`config.mk`:
```
export PLATFORM = sky130hd
export DESIGN_NAME = mhpq_cmp
export DESIGN_NICKNAME = d
export VERILOG_FILES = /design/src/mhpq_pkg.sv /design/src/mhpq_cmp.sv
export SDC_FILE = /design/constraint.sdc
export NUM_CORES = 1
export LEC_CHECK = 0
export ABC_CLOCK_PERIOD_IN_PS = 8200
export BUFFER_PORTS_ARGS = -buffer_cell sky130_fd_sc_hd__buf_4
export CAP_MARGIN = 5
export CORE_MARGIN = 1.5
export CORE_UTILIZATION = 57
export DETAILED_ROUTE_END_ITERATION = 6
export PLACE_DENSITY_LB_ADDON = 0.2
export SETUP_SLACK_MARGIN = 0.4
export SYNTH_ARGS = -nofsm -noshare
export SYNTH_HDL_FRONTEND = slang
export SYNTH_SLANG_ARGS = --single-unit
export TNS_END_PERCENT = 1
```
`constraint.sdc`:
```
create_clock -name vclk -period 8.2
set_input_delay 0.41 -clock vclk [all_inputs]
set_output_delay 0.41 -clock vclk [all_outputs]
set_load 0.03 [all_outputs]
```
`src/mhpq_pkg.sv`:
```
// types and codes shared by the min-heap priority queue
// no dependencies; used by the compare unit, the top level and the checker
package mhpq_pkg;

    localparam int KEY_W   = 32;
    localparam int TAG_W   = 16;
    localparam int CNT_OUT = 11;

    localparam logic REQ_INSERT  = 1'b0;
    localparam logic REQ_EXTRACT = 1'b1;

    localparam logic [1:0] ST_OK    = 2'd0;
    localparam logic [1:0] ST_EMPTY = 2'd1;
    localparam logic [1:0] ST_FULL  = 2'd2;

    typedef struct packed {
        logic             req_type;
        logic [KEY_W-1:0] new_key;
        logic [TAG_W-1:0] new_tag;
    } t_req;

    typedef struct packed {
        logic [1:0]         status;
        logic [KEY_W-1:0]   min_key;
        logic [TAG_W-1:0]   min_tag;
        logic [CNT_OUT-1:0] entry_count;
    } t_rsp;

    typedef struct packed {
        logic [KEY_W-1:0] key;
        logic [TAG_W-1:0] tag;
    } t_entry;

    // compare unit request and verdict
    typedef struct packed {
        logic             sift_down;
        logic             right_ok;
        logic [KEY_W-1:0] e_key;
        logic [KEY_W-1:0] a_key;
        logic [KEY_W-1:0] b_key;
    } t_cmp_req;

    typedef struct packed {
        logic pick_right;
        logic move;
    } t_cmp_res;

endpackage

```
`src/mhpq_cmp.sv`:
```
// shared key compare unit for one sift step, up or down
// depends on mhpq_pkg
module mhpq_cmp (
    input  mhpq_pkg::t_cmp_req i_req,
    output mhpq_pkg::t_cmp_res o_res
);
    import mhpq_pkg::*;

    logic [KEY_W-1:0] pick_key;
    logic             pick_right;

    always_comb begin
        pick_right = i_req.sift_down && i_req.right_ok && !(i_req.a_key < i_req.b_key);
        pick_key   = pick_right ? i_req.b_key : i_req.a_key;
        o_res.pick_right = pick_right;
        if (i_req.sift_down) begin
            // moving entry goes down while strictly greater than the chosen child
            o_res.move = i_req.e_key > pick_key;
        end else begin
            // moving entry goes up unless the parent is strictly less
            o_res.move = !(i_req.a_key < i_req.e_key);
        end
    end

endmodule

```
==> run_results.csv <==
group,metric,value,unit
synthesis,seq_area_frac_synth,0,%
pwr,swShare,49.0,%
die,io_pins,100,
sta,fin_tns_setup,0,ns
worst_setup_path,path_max_fanout,21,
clock_network,cts_resized,0,
worst_setup_path,crit_path_end_kind,"output port",
routing,vias_per_cell,5.69,
synthesis,synth_area_leader_cell,"ha_1",
routing,top_layer,"met4",
routing,firstDrtPassIters,4,
place,place_area,0.00343,mm²
job,cap_viol_max_count,0,
pwr,sequentialPowerShare,0,%
global_routing,grt.overflow.total,0,
sta,worst_slack,3.40,ns
worst_hold_path,hold_class,"in -> out",
routing,first_iter_violations,82,
final_layout,post-route-cell-area,0.00343,mm²
place,dpl.cell_count,490,
final_layout,layout.cells.non_filler,490,
status,status,"finished clean",
sta,min_period_over_period,58.5,%
synthesis,yosys_warnings,0,
synthesis,synth.cell_area,0.00266,mm²
synthesis,avgSynthCellArea,7.80,µm²
sta,slew_headroom,48.4,%
worst_setup_path,start_kind,"input port",
sta,hold_viol,0,
routing,drcViolationCount,0,
global_routing,grt_pass1_wl,11600,µm
routing,wl_met1,3070,µm
sta,timing.hold.ws,1.16,ns
global_routing,grt_antenna_before_repair,0,
die,fp.dieArea,0.00509,mm²
global_routing,grt_use_total,26.8,%
worst_setup_path,crit_arrival,4.39,ns
worst_setup_path,critical_path_class,"in -> out",
routing,wl_met2,3260,µm
routing,route.vias.total,2787,
final_layout,regArea,0,µm²
sta,post-route-min-period,4.80,ns
global_routing,grt_max_degree,22,
sta,max_freq,208,MHz
pwr,combPwrFrac,100.0,%
synthesis,synth_top_area_share,44.2,%
pwr,finalPower,0.175,mW
final_layout,drive_above_1_share,24.4,%
synthesis,synth_top_cells_by_area,"ha_1, mux2i_1, inv_1",
final_layout,final_util,77.7,%
die,start_util,60.3,%
synthesis,syn_nets,533,
final_layout,diodes,0,
synthesis,ys_types,38,
place,dpl.hpwl,6230,µm
global_routing,first_global_vias,2797,
routing,route.met3.wl,377,µm
die,fp.dieH,71.3,µm
routing,avgRoutedWirePerCell,13.8,µm
pwr,internal_power,0.0894,mW
pwr,ir_drop,0.0304,mV
pwr,power_density,51.1,mW/mm²
final_layout,area_delta_synth_final,29.0,%
sta,drv_slew,0,
final_layout,final_common_cell,"buf_4",
die,row_count,24,
place,post-place-ws,3.42,ns
clock_network,cts_setup_buffers,0,
sta,tightest_slew,0.771,ns
place,gp_congestion,0.903,
final_layout,nClkBuffers,0,
worst_setup_path,worstPathRequired,7.79,ns
sta,rsz0062_at_grt,"no",
routing,wirelength,6760,µm
routing,antenna_left,0,
final_layout,nFlopsAndLatches,0,
clock_network,hold_buffers,0,
final_layout,final_cell_mix,"buf_4, ha_1, inv_1",
die,core_region_area,0.00441,mm²
pwr,p_clk_share,0,%
pwr,leakagePower,2.16,nW
pwr,p_sw,0.0860,mW
synthesis,syn_inst,341,
sta,setup-violations-final,0,
die,die_x,71.3,µm
final_layout,layout.nets,632,
place,io_buffers,100,
==> path summary, 6_finish.rpt <==
check | from | to | slack, ns | depth (start not counted)
worst max-delay path | i_req[25] | o_res[0] | 3.40 | 16
worst min-delay path | i_req[97] | o_res[0] | 1.16 | 3
==> cell type report <==
cell class,instances,area (µm²)
Fill cell,359,983
Inverter,67,251
Multi-Input combinational cell,270,2360
Tap cell,52,65.1
Timing Repair Buffer,101,758
==> cells by family (layout without fill, tap and decap cells) <==
logic type / after synthesis / in the layout / share of synthesized area [%]
adder cells (fa/ha/maj): 94 / 94 / 44.2
AND/OR/NAND/NOR: 73 / 73 / 15.2
AO/OA/AOI/OAI: 71 / 71 / 16.9
buffers and inverters: 71 / 168 / 11.4
multiplexers: 32 / 32 / 12.2
==> power by group through the flow <==
stage	sequential (mW)	clock [mW]	combinational, mW
finish	0	0	0.175
CTS	0	0	0.175
global route	0	0	0.199
global placement	0	0	0.167
detailed placement	0	0	0.174
floorplan	0	0	0.102
==> cell usage after synthesis, types with 2 or more instances <==
library cell,count
ha_1,94
inv_1,66
a21oi_1,34
mux2i_1,31
nand2_1,22
nand4_1,12
o21ai_0,11
a21o_1,8
nand3_1,8
nor2_1,7
a221oi_1,5
and4_1,4
nor3_1,4
buf_8,3
nand3b_1,3
nor4_1,3
a31oi_1,2
nor2b_1,2
o21ai_1,2
or4_1,2
==> critical path, stage by stage <==
cell	delay, ns
buf_4	0.09
inv_1	0.04
ha_1	0.29
a21oi_1	0.14
o21ai_1	0.09
a221oi_1	0.29
nor2_1	0.14
nor3_4	0.68
buf_4	0.48
mux2i_1	0.14
ha_1	0.31
nand4_1	0.15
or4_1	0.56
nand3b_1	0.17
a31oi_1	0.20
buf_4	0.19
==> metal layers <==
layer,global-route usage (%),vias to the layer above
met3,2.11,4
met4,2.73,0
li1,-,1445
met1,36.2,1265
met2,47.9,73
met5,0,-
Power figures use the tool's default switching activity.
